--- config.mk ---
export PLATFORM = sky130hd
export DESIGN_NAME = ipd_cfg_regs
export DESIGN_NICKNAME = d
export VERILOG_FILES = /design/src/rtl/core/ipd_pkg.sv /design/src/rtl/core/ipd_cfg_regs.sv
export SDC_FILE = /design/constraint.sdc
export NUM_CORES = 1
export LEC_CHECK = 0
export ABC_AREA = 1
export BUFFER_PORTS_ARGS = -buffer_cell sky130_fd_sc_hd__buf_2
export CAP_MARGIN = 20
export CELL_PAD_IN_SITES_DETAIL_PLACEMENT = 0
export CELL_PAD_IN_SITES_GLOBAL_PLACEMENT = 1
export CORE_UTILIZATION = 28
export CTS_CLUSTER_DIAMETER = 100
export CTS_CLUSTER_SIZE = 16
export DETAILED_ROUTE_END_ITERATION = 10
export PLACE_DENSITY_LB_ADDON = 0.1
export SLEW_MARGIN = 20
export SYNTH_ARGS = -nofsm -noshare
export SYNTH_HDL_FRONTEND = slang
export SYNTH_SLANG_ARGS = --single-unit
export TNS_END_PERCENT = 50
--- constraint.sdc ---
create_clock -name i_clk -period 1.9 [get_ports i_clk]
set_clock_uncertainty 0.15 [all_clocks]
set_input_delay 0.38 -clock i_clk [delete_from_list [all_inputs] [get_ports i_clk]]
set_output_delay 0.38 -clock i_clk [all_outputs]
set_load 0.02 [all_outputs]
--- src/rtl/core/ipd_pkg.sv ---
package ipd_pkg;

    // Sequencer states of the controller
    typedef enum logic [3:0] {
        S_IDLE,
        S_ERR,
        S_START,
        S_FILT,
        S_DSTART,
        S_DWAIT,
        S_SUM_PI,
        S_SUM_D,
        S_SUM_RUN,
        S_CLAMP,
        S_DELIVER
    } t_state;

    // Status of one serial multiplier
    typedef struct packed {
        logic busy;
        logic done;
    } t_mul_stat;

    // Register indexes on the configuration channel
    localparam int CFG_IDX_W = 4;
    typedef logic [CFG_IDX_W-1:0] t_cfg_idx;

    localparam t_cfg_idx REG_KP       = t_cfg_idx'(0);
    localparam t_cfg_idx REG_KI       = t_cfg_idx'(1);
    localparam t_cfg_idx REG_KD       = t_cfg_idx'(2);
    localparam t_cfg_idx REG_ALPHA    = t_cfg_idx'(3);
    localparam t_cfg_idx REG_SETPOINT = t_cfg_idx'(4);
    localparam t_cfg_idx REG_DEADBAND = t_cfg_idx'(5);
    localparam t_cfg_idx REG_UPPER    = t_cfg_idx'(6);
    localparam t_cfg_idx REG_LOWER    = t_cfg_idx'(7);

    // Filter factor: Q1.16, 1.0 is the largest effective value
    localparam int              ALPHA_W    = 17;
    localparam int              ALPHA_FRAC = 16;
    localparam logic [ALPHA_W-1:0] ALPHA_ONE = 17'h10000;

    // Integer parts of the reset values of gain and setpoint
    localparam int KP_RESET_INT = 10;
    localparam int SP_RESET_INT = 35;

    // Input command codes
    localparam logic CMD_COMPUTE = 1'b0;
    localparam logic CMD_CLEAR   = 1'b1;

endpackage

--- src/rtl/core/ipd_cfg_regs.sv ---
module ipd_cfg_regs #(
    parameter int VALUE_WIDTH   = 32,
    parameter int FRACTION_BITS = 16,
    parameter int CFG_W         = 32
) (
    input  logic                                 i_clk,
    input  logic                                 i_rst_n,
    input  logic                                 i_wr_valid,
    input  ipd_pkg::t_cfg_idx                    i_wr_index,
    input  logic [CFG_W-1:0]                     i_wr_data,
    output logic signed [VALUE_WIDTH-1:0]        o_kp,
    output logic signed [VALUE_WIDTH-1:0]        o_ki,
    output logic signed [VALUE_WIDTH-1:0]        o_kd,
    output logic [ipd_pkg::ALPHA_W-1:0]          o_alpha,
    output logic signed [VALUE_WIDTH-1:0]        o_setpoint,
    output logic [VALUE_WIDTH-2:0]               o_deadband,
    output logic signed [VALUE_WIDTH-1:0]        o_upper,
    output logic signed [VALUE_WIDTH-1:0]        o_lower
);

    localparam int W = VALUE_WIDTH;

    logic signed [W-1:0]              r_kp;
    logic signed [W-1:0]              r_ki;
    logic signed [W-1:0]              r_kd;
    logic [ipd_pkg::ALPHA_W-1:0]      r_alpha;
    logic signed [W-1:0]              r_setpoint;
    logic [W-2:0]                     r_deadband;
    logic signed [W-1:0]              r_upper;
    logic signed [W-1:0]              r_lower;

    always_ff @(posedge i_clk) begin
        if (!i_rst_n) begin
            r_kp       <= W'(ipd_pkg::KP_RESET_INT) << FRACTION_BITS;
            r_ki       <= '0;
            r_kd       <= '0;
            r_alpha    <= ipd_pkg::ALPHA_ONE;
            r_setpoint <= W'(ipd_pkg::SP_RESET_INT) << FRACTION_BITS;
            r_deadband <= '0;
            r_upper    <= '0;
            r_lower    <= '0;
        end else if (i_wr_valid) begin
            unique case (i_wr_index)
                ipd_pkg::REG_KP:       r_kp       <= i_wr_data[W-1:0];
                ipd_pkg::REG_KI:       r_ki       <= i_wr_data[W-1:0];
                ipd_pkg::REG_KD:       r_kd       <= i_wr_data[W-1:0];
                ipd_pkg::REG_ALPHA:    r_alpha    <= i_wr_data[ipd_pkg::ALPHA_W-1:0];
                ipd_pkg::REG_SETPOINT: r_setpoint <= i_wr_data[W-1:0];
                ipd_pkg::REG_DEADBAND: r_deadband <= i_wr_data[W-2:0];
                ipd_pkg::REG_UPPER:    r_upper    <= i_wr_data[W-1:0];
                ipd_pkg::REG_LOWER:    r_lower    <= i_wr_data[W-1:0];
                default: begin
                    // drop writes to unused indexes
                end
            endcase
        end
    end

    // Factors above one act as one
    assign o_alpha    = (r_alpha > ipd_pkg::ALPHA_ONE) ? ipd_pkg::ALPHA_ONE : r_alpha;
    assign o_kp       = r_kp;
    assign o_ki       = r_ki;
    assign o_kd       = r_kd;
    assign o_setpoint = r_setpoint;
    assign o_deadband = r_deadband;
    assign o_upper    = r_upper;
    assign o_lower    = r_lower;

endmodule

==> run metrics <==
sequential cell area fraction in the yosys report between 50% and 60%; hold path startpoint i_wr_data[31]; core area 30800 um^2; worst relative slew slack between 70 and 80%; mean cell area of the mapped netlist 7.59 um^2; class of the tightest hold or removal check in -> reg; number of antenna violations at the first check in global routing 0; horizontal die dimension ~180 um; post-synthesis to final-layout area growth 29.0%; Worst R2R End r_alpha[10]; reported leakage power between 0.005 and 0.006 uW; multi-input combinational cell area between 3000 and 4000 um^2; fraction of final layout cells sized beyond drive strength 1 a little over a quarter; max cap viols 0; Synth Area in Compound Gates about 14%; CP required 1.37 ns; leading cell types by total area after synthesis dfxtp_1 54%, nor2_1 15%, o21ai_0 8.7%; share of the clock period used by the worst path after layout 114%; Boundary Pins 279; path type of the worst setup path reg -> out; Finish-stage setup viols 16; clock tree sinks between 200 and 250; master cell of the clock root buffer clkbuf_16; number of cells on the worst reg-to-reg path 5; Min Clock Period, post-route 2.17 ns; CTS tree done; Hold Slack 0.0506 ns; cell type of the slowest stage on the worst timing path dfxtp_2; Filler Cell Count 3353; net total in the final layout 1465; YS warnings 0; crit-path max FO 8; ordered list of cells on the worst path nor2_1 > nand2_1 > nor2_4 > nand2_4 > a21oi_2 > buf_4; overall fraction of global-route tracks in use about a fifth; timing startpoint of the critical path r_alpha[10]; number of core rows 64; y dimension of the die about 180 um; Via Count slightly above 8000; total wire length approximately 33000 um; overall overflow remaining after global route 0; WHS Path Cells 3; synth unique cells 21; number of nets in the synthesized netlist around 1200; proportion of netlist area held by the largest area contributor 54.3%; number of antenna-violating nets in the routed design 0; Slew @ Worst Pin ~0.32 ns; number of optimization iterations in the first detailed-route pass 8; number of design-rule violations left by the first detailed-router iteration around 530; global placer's final weighted congestion between 0.8 and 0.9; combinational family with the most area after synthesis simple AND/OR/NAND/NOR gates; internal reg-to-reg setup slack 0.96 ns; count of final max-slew check failures 0; arrival time of data at the critical path endpoint about 1.6 ns; die outline area ~32000 um^2; H-tree levels 1; post-synthesis share of cell area spent on xor and xnor gates 0%; Post-Syn Instances about 1200; clock latency on the worst-skew pair 0.49 ns; Reg2Reg Launch Point r_alpha[10]; Critical Path Start Type register; Synth Area in Simple Gates about a quarter; endpoint of the worst hold-timing path o_kp[31]; outcome finished, violations left; multiplexer share of the synthesized area 0%; FF+latch area 4810 um^2; placed wire-length estimate after detailed placement roughly 22000 um; area of the mapped netlist roughly 8800 um^2; Peak VDD IR between 0.5 and 0.6 mV; power density cells between 800 and 900 nW/um^2; port bufs around 280; remaining design rule violation count 18; RSZ-0062 raised after global routing true; element type at the critical path end output pin; peak clock frequency supported by timing about 460 MHz; number of CTS-inserted buffers 18; number of antenna diodes 0; starting utilization of the core area between 20% and 30%; CTS Hold Bufs 0; most used cells in the layout excluding fill and tap cells 353 x nor2_1, 261 x buf_2, 237 x dfxtp_1; pin count of the biggest net entering global routing 63; failing checks DRC, setup timing; area share of fa/ha/maj cells after synthesis 0%; Yosys reg bits between 200 and 250; pre-CTS setup slack roughly 0.11 ns; vias per std cell 4.51; maximum cell stage delay along the critical path around 0.32 ns; Worst Slack Setup Final -0.271 ns; clock transition at the registers of the reported paths 0.07 ns; Clock Tree Buf Depth 3; vias in the first global route between 7000 and 8000; cell type with the highest aggregate area in the netlist dfxtp_1; most common cell after layout, fill and taps aside nor2_1; WL/cell roughly 18 um; number of hold violations in the final report 0; wire length of the first global-routing pass a little under 50000 um
==> logic make-up (layout without fill, tap and decap cells) <==
logic type             count (synthesis)  in the layout
and+or+nand+nor                      567            568
DFF                                  240            240
AOI/OAI and AO/OA                    225            225
buffers and inverters                134            392
==> routing by layer <==
layer / vias up / part of all wire (%) / wire length, um / GRT usage, %
met5: - / 0 / 0 / 0
met4: 0 / 1.5 / 493 / 3.62
met3: 22 / 7.0 / 2300 / 4.48
met2: 214 / 45 / 14700 / 31.3
met1: 3788 / 47 / 15500 / 27.4
li1: 4181 / - / - / -
==> cells in the mapped netlist <==
master and instances:
nor2_2 1, nand3_1 3, buf_6 8, buf_4 7, dfxtp_1 240, clkbuf_1 44
nor2_1 356, nand2_2 1, buf_1 4, inv_2 5, o21ai_0 153, a21oi_1 32
nand2_1 168, inv_1 51, nor2_4 3, o211ai_1 6, buf_2 15, nor3_1 32
o21ai_1 4, nand3_2 3, a21boi_1 30
==> cell type report <==
type	count	share of cell area, %
timing repair buffer	317	16.4
inverter	56	1.84
clock buffer	19	4.17
sequential	240	42.2
tap	396	4.34
multi-input combinational	793	31.1
==> registers in the layout, summed over array words and instances, names as in the netlist <==
name and cells:
o_setpoint 32, o_ki 32, o_lower 32, o_upper 32, o_kd 32, o_kp 32
o_deadband 31, r_alpha 17
==> worst max-delay path by stage <==
stage	end	slack, ns	cells past startpoint
final	o_alpha[12]	-0.27	6
after global routing	o_alpha[5]	-0.38	6
after CTS	o_alpha[2]	-0.26	6
after detailed placement	o_alpha[2]	0.11	6
after global placement	o_alpha[5]	0.13	6
after floorplan	o_alpha[10]	0.14	6
==> timing repair <==
action / CTS / global route
pin swaps: 2 / 8
setup endpoints to repair: 17 / 16
setup buffers: 0 / 1
gates cloned: 1 / 0
gates resized for setup: 25 / 24
==> through the flow <==
step                util (%)  TNS, ns  std cells  cell area [um^2]  power [uW]
floorplan                  -        0       1166              8850        5800
global placement        34.9        0       1800             10800        6220
detailed placement      34.9        0       1800             10800        6220
CTS                     36.7    -3.94       1820             11300        9860
global route            37.0    -5.53       1821             11400       10100
finish                  37.0    -3.84       1821             11400        9690
==> critical path: cells and delay by family, from the launching register on <==
kind                   cells  cell delay (ns)
AO/OA/AOI/OAI              1             0.16
AND/OR/NAND/NOR            4             0.52
flip-flops                 1             0.32
buffers and inverters      1             0.15
==> where the power goes <==
part | internal [uW] | switching, uW
logic | 287 | 670
registers | 5130 | 52.5
clock network | 1770 | 1780
Note: power is estimated with default switching activity, not from simulation.
