$ cat config.mk
export PLATFORM = sky130hd
export DESIGN_NAME = ipd_serial_mul
export DESIGN_NICKNAME = d
export VERILOG_FILES = /design/src/rtl/core/ipd_pkg.sv /design/src/rtl/core/ipd_serial_mul.sv
export SDC_FILE = /design/constraint.sdc
export NUM_CORES = 1
export LEC_CHECK = 0
export BUFFER_PORTS_ARGS = -buffer_cell sky130_fd_sc_hd__buf_2
export CAP_MARGIN = 0
export CORE_UTILIZATION = 30
export CTS_BUF_LIST = sky130_fd_sc_hd__clkbuf_8 sky130_fd_sc_hd__clkbuf_16
export DETAILED_ROUTE_END_ITERATION = 16
export PLACE_DENSITY = 0.55
export SLEW_MARGIN = 20
export SYNTH_ARGS = -nofsm -noshare
export SYNTH_HDL_FRONTEND = slang
export SYNTH_SLANG_ARGS = --single-unit
$ cat constraint.sdc
create_clock -name i_clk -period 8.16 [get_ports i_clk]
set_clock_uncertainty 0.1 [all_clocks]
set_input_delay 0 -clock i_clk [delete_from_list [all_inputs] [get_ports i_clk]]
set_output_delay 0 -clock i_clk [all_outputs]
set_load 0.02 [all_outputs]
$ cat src/rtl/core/ipd_pkg.sv
package ipd_pkg;

    // Sequencer states of the controller
    typedef enum logic [3:0] {
        S_IDLE,
        S_ERR,
        S_START,
        S_FILT,
        S_DSTART,
        S_DWAIT,
        S_SUM_PI,
        S_SUM_D,
        S_SUM_RUN,
        S_CLAMP,
        S_DELIVER
    } t_state;

    // Status of one serial multiplier
    typedef struct packed {
        logic busy;
        logic done;
    } t_mul_stat;

    // Register indexes on the configuration channel
    localparam int CFG_IDX_W = 4;
    typedef logic [CFG_IDX_W-1:0] t_cfg_idx;

    localparam t_cfg_idx REG_KP       = t_cfg_idx'(0);
    localparam t_cfg_idx REG_KI       = t_cfg_idx'(1);
    localparam t_cfg_idx REG_KD       = t_cfg_idx'(2);
    localparam t_cfg_idx REG_ALPHA    = t_cfg_idx'(3);
    localparam t_cfg_idx REG_SETPOINT = t_cfg_idx'(4);
    localparam t_cfg_idx REG_DEADBAND = t_cfg_idx'(5);
    localparam t_cfg_idx REG_UPPER    = t_cfg_idx'(6);
    localparam t_cfg_idx REG_LOWER    = t_cfg_idx'(7);

    // Filter factor: Q1.16, 1.0 is the largest effective value
    localparam int              ALPHA_W    = 17;
    localparam int              ALPHA_FRAC = 16;
    localparam logic [ALPHA_W-1:0] ALPHA_ONE = 17'h10000;

    // Integer parts of the reset values of gain and setpoint
    localparam int KP_RESET_INT = 10;
    localparam int SP_RESET_INT = 35;

    // Input command codes
    localparam logic CMD_COMPUTE = 1'b0;
    localparam logic CMD_CLEAR   = 1'b1;

endpackage

$ cat src/rtl/core/ipd_serial_mul.sv
module ipd_serial_mul #(
    parameter int A_W = 32,
    parameter int B_W = 32
) (
    input  logic                        i_clk,
    input  logic                        i_rst_n,
    input  logic                        i_start,
    input  logic signed [A_W-1:0]       i_a,
    input  logic signed [B_W-1:0]       i_b,
    output ipd_pkg::t_mul_stat          o_stat,
    output logic signed [A_W+B_W-1:0]   o_product
);

    localparam int P_W   = A_W + B_W;
    localparam int CNT_W = (B_W > 1) ? $clog2(B_W) : 1;

    logic                r_busy;
    logic                r_done;
    logic [CNT_W-1:0]    r_cnt;
    logic [P_W-1:0]      r_mcand;
    logic [B_W-1:0]      r_mplier;
    logic [P_W-1:0]      r_acc;

    logic                last_bit;
    logic [P_W-1:0]      addend;

    // The sign bit of the multiplier carries negative weight: subtract on it
    always_comb begin
        last_bit = (r_cnt == CNT_W'(B_W - 1));
        addend   = last_bit ? (~r_mcand + P_W'(1)) : r_mcand;
    end

    always_ff @(posedge i_clk) begin
        if (!i_rst_n) begin
            r_busy <= 1'b0;
            r_done <= 1'b0;
            r_cnt  <= '0;
        end else begin
            r_done <= 1'b0;
            if (i_start) begin
                r_busy <= 1'b1;
                r_cnt  <= '0;
            end else if (r_busy) begin
                r_cnt <= r_cnt + CNT_W'(1);
                if (last_bit) begin
                    r_busy <= 1'b0;
                    r_done <= 1'b1;
                end
            end
        end
    end

    // One multiplier bit per cycle, least significant first
    always_ff @(posedge i_clk) begin
        if (i_start) begin
            r_mcand  <= P_W'(i_a);
            r_mplier <= i_b;
            r_acc    <= '0;
        end else if (r_busy) begin
            if (r_mplier[0]) begin
                r_acc <= r_acc + addend;
            end
            r_mcand  <= r_mcand << 1;
            r_mplier <= r_mplier >> 1;
        end
    end

    assign o_stat.busy = r_busy;
    assign o_stat.done = r_done;
    assign o_product   = r_acc;

endmodule

==> run_results.csv, run 1 <==
group,metric,value,unit
worst_setup_path,cp_max_fo,7,
yosys,synth_area,11400,um2
floorplanning,dieArea,38800,um2
floorplanning,num_rows,71,
route,vias,9863,
global_route,antenna_found_initial,0,
yosys,yosysTopAreaCell,"edfxtp_1",
timing,layout_min_cycle_time,6.05,ns
yosys,synthCells,1253,
yosys,async_reset_ff_frac,0,
yosys,synth.top_cell.area_share,0.253,
clock_tree,clkLatencyLatePin,0.46,ns
route,viasPerCell,5.07,
yosys,ys_top_cells_by_area,"edfxtp_1 25%, dfxtp_1 12%, ha_1 8.8%",
yosys,synth_cell_types,67,
clock_tree,clock_sinks,167,
clock_tree,cts_max_path_buffers,2,
pwr,ir_worst_vdd,0.146,mV
finish,diodes,0,
timing,min_period_over_period,0.741,
route,route.detailed.drc,2,
worst_setup_path,cp-start-kind,"flop",
route,first_pass_iters,11,
flow_run,maxCapViolCount,0,
yosys,ys_seq_area_frac,0.378,
placed_design,finalWeightedCongestion,0.911,
yosys,synth_nets,1401,
placed_design,dp_hpwl,24400,um
pwr,power.leakage,5.56,nW
clock_tree,h-tree-depth,4,
timing,hold_ws,0.259,ns
route,antenna_left,0,
finish,fillers,3881,
yosys,synth_edf_count,96,
finish,fin_nets,1569,
finish,syn2layout_area_growth,21.0,%
clock_tree,cts_inserted_buffers,17,
route,totalWireLength,32900,um
outcome,status,"finished, violations left",
global_route,grt_pass1_wl,52300,um
worst_setup_path,crit_arrival,6.29,ns
timing,max_freq,165,MHz
worst_setup_path,worstPathRequired,8.40,ns
global_route,grt_pass1_vias,9651,
global_route,overflow,0,
route,drt_first_iter_violations,611,
timing,maxSlewHeadroom,0.291,
timing,fin_tns_setup,0,ns
timing,finalSetupViolCount,0,
route,routedWlPerCell,16.9,um
finish,drive_gt1_frac,0.178,
yosys,yosysWarnings,0,
clock_tree,clk_pin_slew_worst_paths,0.07,ns
timing,tightest_slew,1.05,ns
floorplanning,initial_core_util,0.304,
timing,rsz0062_at_grt,"false",
clock_tree,cts_tree,"yes",
min_path,hold_class,"input port to flop",
worst_setup_path,crit_type,"flop to flop",
yosys,synth_flop_cell,"edfxtp_1",
placed_design,portBuffers,132,
floorplanning,fp.dieW,197,um
floorplanning,coreArea,37500,um2
global_route,track_usage,0.172,
outcome,violations,"DRC",
worst_setup_path,end_kind,"flop",
floorplanning,pin_count,133,
timing,hold_viol_final,0,
clock_tree,cts_resized,0,
global_route,grt_max_degree,65,
pwr,powerDensity,185,nW/um2
floorplanning,die_h,197,um
pwr,total_power,2.56,mW
yosys,synth_area_per_cell,9.10,um2
yosys,ys_seq_elements,167,
timing,drv_slew,0,
clock_tree,root_buffer,"clkbuf_16",
## metrics by stage
| stage | area, um2 | util | worst slack, ns | std cells |
|---|---|---|---|---|
| 2_1_floorplan | 11400 | - | 3.03 | 1253 |
| 3_3_place_gp | 12600 | 0.335 | 2.28 | 1848 |
| 3_5_place_dp | 12600 | 0.335 | 2.15 | 1848 |
| 4_1_cts | 13800 | 0.368 | 2.13 | 1945 |
| 5_1_grt | 13800 | 0.368 | 1.73 | 1945 |
| 6_report | 13800 | 0.368 | 2.11 | 1945 |
## critical path: stages (launching register included)
cell and delay (ns):
edfxtp_1 0.45, or4_4 0.56, or3_1 0.40, or3_1 0.46, nor2_1 0.17, nand2_1 0.17, o31ai_1 0.30, xnor2_1 0.11
ha_1 0.40, nand2_1 0.16, or3_1 0.38, o21ai_0 0.20, a41oi_1 0.13, o41ai_1 1.02, a31oi_1 0.28, o21ai_0 0.28
nor3_1 0.07, a221o_1 0.28
## where the power goes
part           switching, mW  leakage [nW]  internal [mW]  total [mW]
registers             0.0764          1.55          0.983        1.06
clock network          0.390         0.288          0.455       0.844
logic                  0.386          3.72          0.267       0.654
total                  0.853          5.56           1.70        2.56
## logic make-up after synthesis
group                    after synthesis  synth area share
AO/OA/AOI/OAI                        379             0.207
XOR/XNOR                             113            0.0868
adder cells (fa/ha/maj)               81            0.0896
buffers and inverters                110            0.0369
flip-flops                           167             0.378
multiplexers                          61            0.0600
AND/OR/NAND/NOR                      342             0.142
## state kept, by name, summed over array words and instances, names as in the netlist
| signal | flops |
|---|---|
| r_mplier | 32 |
| r_busy | 1 |
| o_product | 64 |
| r_mcand | 64 |
| r_cnt | 5 |
| r_done | 1 |
## cell type report
| class | count | area, um2 | area share |
|---|---|---|---|
| repair buffers | 204 | 1370 | 0.0990 |
| multi-input cells | 976 | 6690 | 0.485 |
| flip-flops and latches | 167 | 4300 | 0.312 |
| well taps | 511 | 639 | 0.0463 |
| clock buffers | 19 | 464 | 0.0336 |
| inverters | 55 | 206 | 0.0150 |
| clock inverters | 13 | 131 | 0.00952 |
## cell usage after synthesis (4+ instances only)
| cell | count |
|---|---|
| a211oi_1 | 15 |
| ha_1 | 80 |
| or2_2 | 4 |
| or4_1 | 6 |
| or3_1 | 13 |
| edfxtp_1 | 96 |
| nand3b_1 | 4 |
| xnor2_1 | 90 |
| buf_1 | 6 |
| mux2_2 | 59 |
| a31o_2 | 6 |
| and2_1 | 7 |
| o41ai_1 | 10 |
| o211ai_1 | 8 |
| and3_1 | 6 |
| o21bai_1 | 13 |
| a21o_1 | 30 |
| clkbuf_1 | 47 |
| nand3_1 | 21 |
| nor3_1 | 18 |
| o21ai_0 | 112 |
| a31oi_1 | 13 |
| nand4_1 | 20 |
| nand2_1 | 159 |
| dfxtp_1 | 71 |
| inv_1 | 54 |
| nand2b_1 | 9 |
| a21oi_1 | 104 |
| a211o_1 | 4 |
| a221oi_1 | 5 |
| o21a_1 | 5 |
| xor2_1 | 23 |
| nor2_1 | 57 |
| o31ai_1 | 22 |
## final timing paths
check / start / end / slack (ns) / depth (start not counted)
min reg2reg: o_product[62]$_SDFFE_PP0P_ / o_product[62]$_SDFFE_PP0P_ / 0.38 / 2
max: r_mcand[5]$_DFFE_PP_ / o_product[57]$_SDFFE_PP0P_ / 2.11 / 17
max reg2reg: r_mcand[5]$_DFFE_PP_ / o_product[57]$_SDFFE_PP0P_ / 2.11 / 17
min: i_rst_n / r_busy$_SDFF_PN0_ / 0.26 / 3
## cell usage in the layout, fill, tap and decap left out, drive strengths merged, types with 6 or more instances in the layout
cell / count
o21ai: 115
o41ai: 11
clkbuf: 19
dlygate4sd3: 65
and3: 6
o21bai: 13
a31o: 6
mux2: 59
ha: 80
or4: 8
or3: 15
nor3: 18
edfxtp: 96
a21o: 30
a211oi: 15
o31ai: 22
nand4: 20
nand2: 159
nand3: 22
xnor2: 90
and2: 7
o211ai: 8
inv: 60
nor2: 58
dfxtp: 71
a21oi: 104
a31oi: 13
nand2b: 9
xor2: 23
buf: 139
## per-layer routing
| layer | up-vias | wire length (um) | global-route usage |
|---|---|---|---|
| met4 | 0 | 599 | 0.0514 |
| met2 | 196 | 15100 | 0.281 |
| met3 | 34 | 1350 | 0.0325 |
| li1 | 4932 | - | - |
| met1 | 4701 | 15900 | 0.231 |
| met5 | - | 0 | 0 |
## repair_timing
| action | CTS | global route |
|---|---|---|
| buffers inserted | 0 | 0 |
| hold buffers | 65 | 0 |
| hold endpoints to repair | 87 | 0 |
No activity file was read; power rests on OpenSTA's default activity.
==> inputs of run 2 (changes only) <==
PLACE_DENSITY = 0.56   (was 0.55)
clock period = 4.9 ns   (was 8.16 ns; I/O delays follow)
==> run_results.csv, run 2 (synthesized netlist as in run 1, its figures left out) <==
group,metric,value,unit
finish,drive_gt1_frac,0.352,
min_path,hold_class,"input port to flop",
route,antenna_left,0,
floorplanning,num_rows,71,
pwr,total_power,4.61,mW
placed_design,pre_cts_ws,-0.361,ns
outcome,status,"finished, violations left",
clock_tree,cts_tree,"yes",
flow_run,maxCapViolCount,0,
worst_setup_path,crit_chain,"or4_4 -> or3_4 -> or3_4 -> nor2_4 -> nand3_2 -> or2_1 -> or4_4 -> buf_6 -> o21ai_2 -> xnor2_1 -> ha_1 -> a21o_1 -> a31oi_4 -> o21ai_2 -> a21o_1 -> a221o_1 -> a31oi_4 -> o21ai_2 -> a221o_1",
worst_setup_path,critPathMaxStageDelay,0.55,ns
finish,final_util,0.433,
finish,diodes,0,
timing,hold_viol_final,0,
global_route,grtUsageMet3,0.0310,
global_route,use_met2,0.302,
pwr,power.leakage,6.76,nW
global_route,gr-max-usage-layer,"met2",
timing,fin_ws,-0.109,ns
placed_design,dpl.cell_count,2031,
timing,max_freq,200,MHz
timing,rsz0062_at_grt,"true",
floorplanning,initial_core_util,0.304,
pwr,powerDensity,284,nW/um2
floorplanning,pin_count,133,
clock_tree,clk_pin_slew_worst_paths,0.08,ns
worst_setup_path,end_kind,"flop",
floorplanning,die_h,197,um
worst_setup_path,worstPathRequired,5.15,ns
timing,hold_ws,0.247,ns
global_route,grt_pass1_wl,55900,um
global_route,grt_max_degree,128,
placed_design,portBuffers,132,
route,first_pass_iters,5,
global_route,antenna_found_initial,0,
global_route,track_usage,0.183,
timing,tightest_slew,1.02,ns
finish,syn2layout_area_growth,42.3,%
clock_tree,root_buffer,"clkbuf_16",
floorplanning,fp.dieW,197,um
global_route,grt_use_met1,0.242,
clock_tree,clkLatencyLatePin,0.46,ns
route,vias,10700,
placed_design,finalWeightedCongestion,0.901,
clock_tree,clock_sinks,167,
route,totalWireLength,36000,um
finish,stdcell_count,2148,
clock_tree,h-tree-depth,4,
worst_setup_path,crit_arrival,5.26,ns
clock_tree,cts_max_path_buffers,2,
outcome,violations,"setup timing",
worst_setup_path,crit_slowest_cell,"or4_4",
route,routedWlPerCell,16.7,um
floorplanning,dieArea,38800,um2
worst_setup_path,path_buf_inv,1,
floorplanning,coreArea,37500,um2
route,viasPerCell,5.00,
finish,final_cell_mix,"201 x buf_4, 151 x nand2_1, 131 x buf_2, 96 x edfxtp_1, 83 x o21ai_0",
global_route,overflow,0,
timing,drv_slew,0,
route,route.detailed.drc,0,
placed_design,dp_hpwl,25400,um
worst_setup_path,cp_max_fo,3,
worst_setup_path,cp-start-kind,"flop",
timing,finalSetupViolCount,3,
worst_setup_path,critical-path-top-delay-family,"simple AND/OR/NAND/NOR gates",
timing,layout_min_cycle_time,5.01,ns
timing,maxSlewHeadroom,0.320,
clock_tree,cts_inserted_buffers,17,
timing,min_period_over_period,1.02,
worst_setup_path,crit_type,"flop to flop",
pwr,ir_worst_vdd,0.252,mV
finish,final_common_cell,"buf_4",
global_route,grt_pass1_vias,10600,
worst_setup_path,critPathMostFrequentCell,"o21ai_2",
route,drt_first_iter_violations,625,
finish,fin_nets,1772,
## run 2: changes by cell type in the layout (fill, tap and decap cells not counted), moves of 10 or more
| cell | delta |
|---|---|
| o21ai_0 | -29 |
| ha_1 | -10 |
| a21oi_1 | -22 |
| buf_4 | +193 |
| a21oi_2 | +21 |
| o31ai_1 | -10 |
| o21ai_1 | +13 |
| o21ai_2 | +11 |
| xnor2_2 | +11 |
| xnor2_1 | -11 |
## run 2: worst paths after layout
kind	start	end	slack, ns	cells past startpoint
worst max register to register	r_mcand[5]$_DFFE_PP_	o_product[57]$_SDFFE_PP0P_	-0.11	19
worst min-delay path	i_rst_n	r_busy$_SDFF_PN0_	0.25	3
worst min register to register	o_product[18]$_SDFFE_PP0P_	o_product[18]$_SDFFE_PP0P_	0.38	2
worst max-delay path	r_mcand[5]$_DFFE_PP_	o_product[57]$_SDFFE_PP0P_	-0.11	19
## run 2: stage by stage
stage | instance area [um2] | setup TNS [ns]
after floorplan | 11400 | -0.0370
after global placement | 14000 | -1.27
after detailed placement | 14000 | -2.10
after CTS | 15400 | -0.328
after global routing | 16200 | -2.41
final | 16200 | -0.227
## run 2: repair_timing
action | in CTS | in global routing
hold endpoints to repair | 79 | 0
pin swaps | 14 | 56
endpoints found under the setup margin | 20 | 30
hold buffers | 65 | 0
setup buffers | 8 | 15
gates resized for setup | 32 | 147
## run 2: cell type report
type	instances	area, um2
clock buffers	17	425
clock inverters	15	156
fillers	3709	21300
inverters	55	206
multi-input cells	976	7550
flip-flops and latches	167	4300
well taps	511	639
repair buffers	407	2950
## run 2: worst min-delay path: stages
cell           delay, ns
dlygate4sd3_1       0.53
buf_2               0.12
a21boi_0            0.11
## run 2: power by group
part | internal (mW) | switching, mW
logic | 0.691 | 0.787
clock network | 0.682 | 0.702
registers | 1.63 | 0.114
## run 2: routing by layer
layer | share of wire | up-vias
met5 | 0 | -
met4 | 0.023 | 0
met3 | 0.047 | 42
met2 | 0.47 | 274
met1 | 0.46 | 5081
li1 | - | 5347
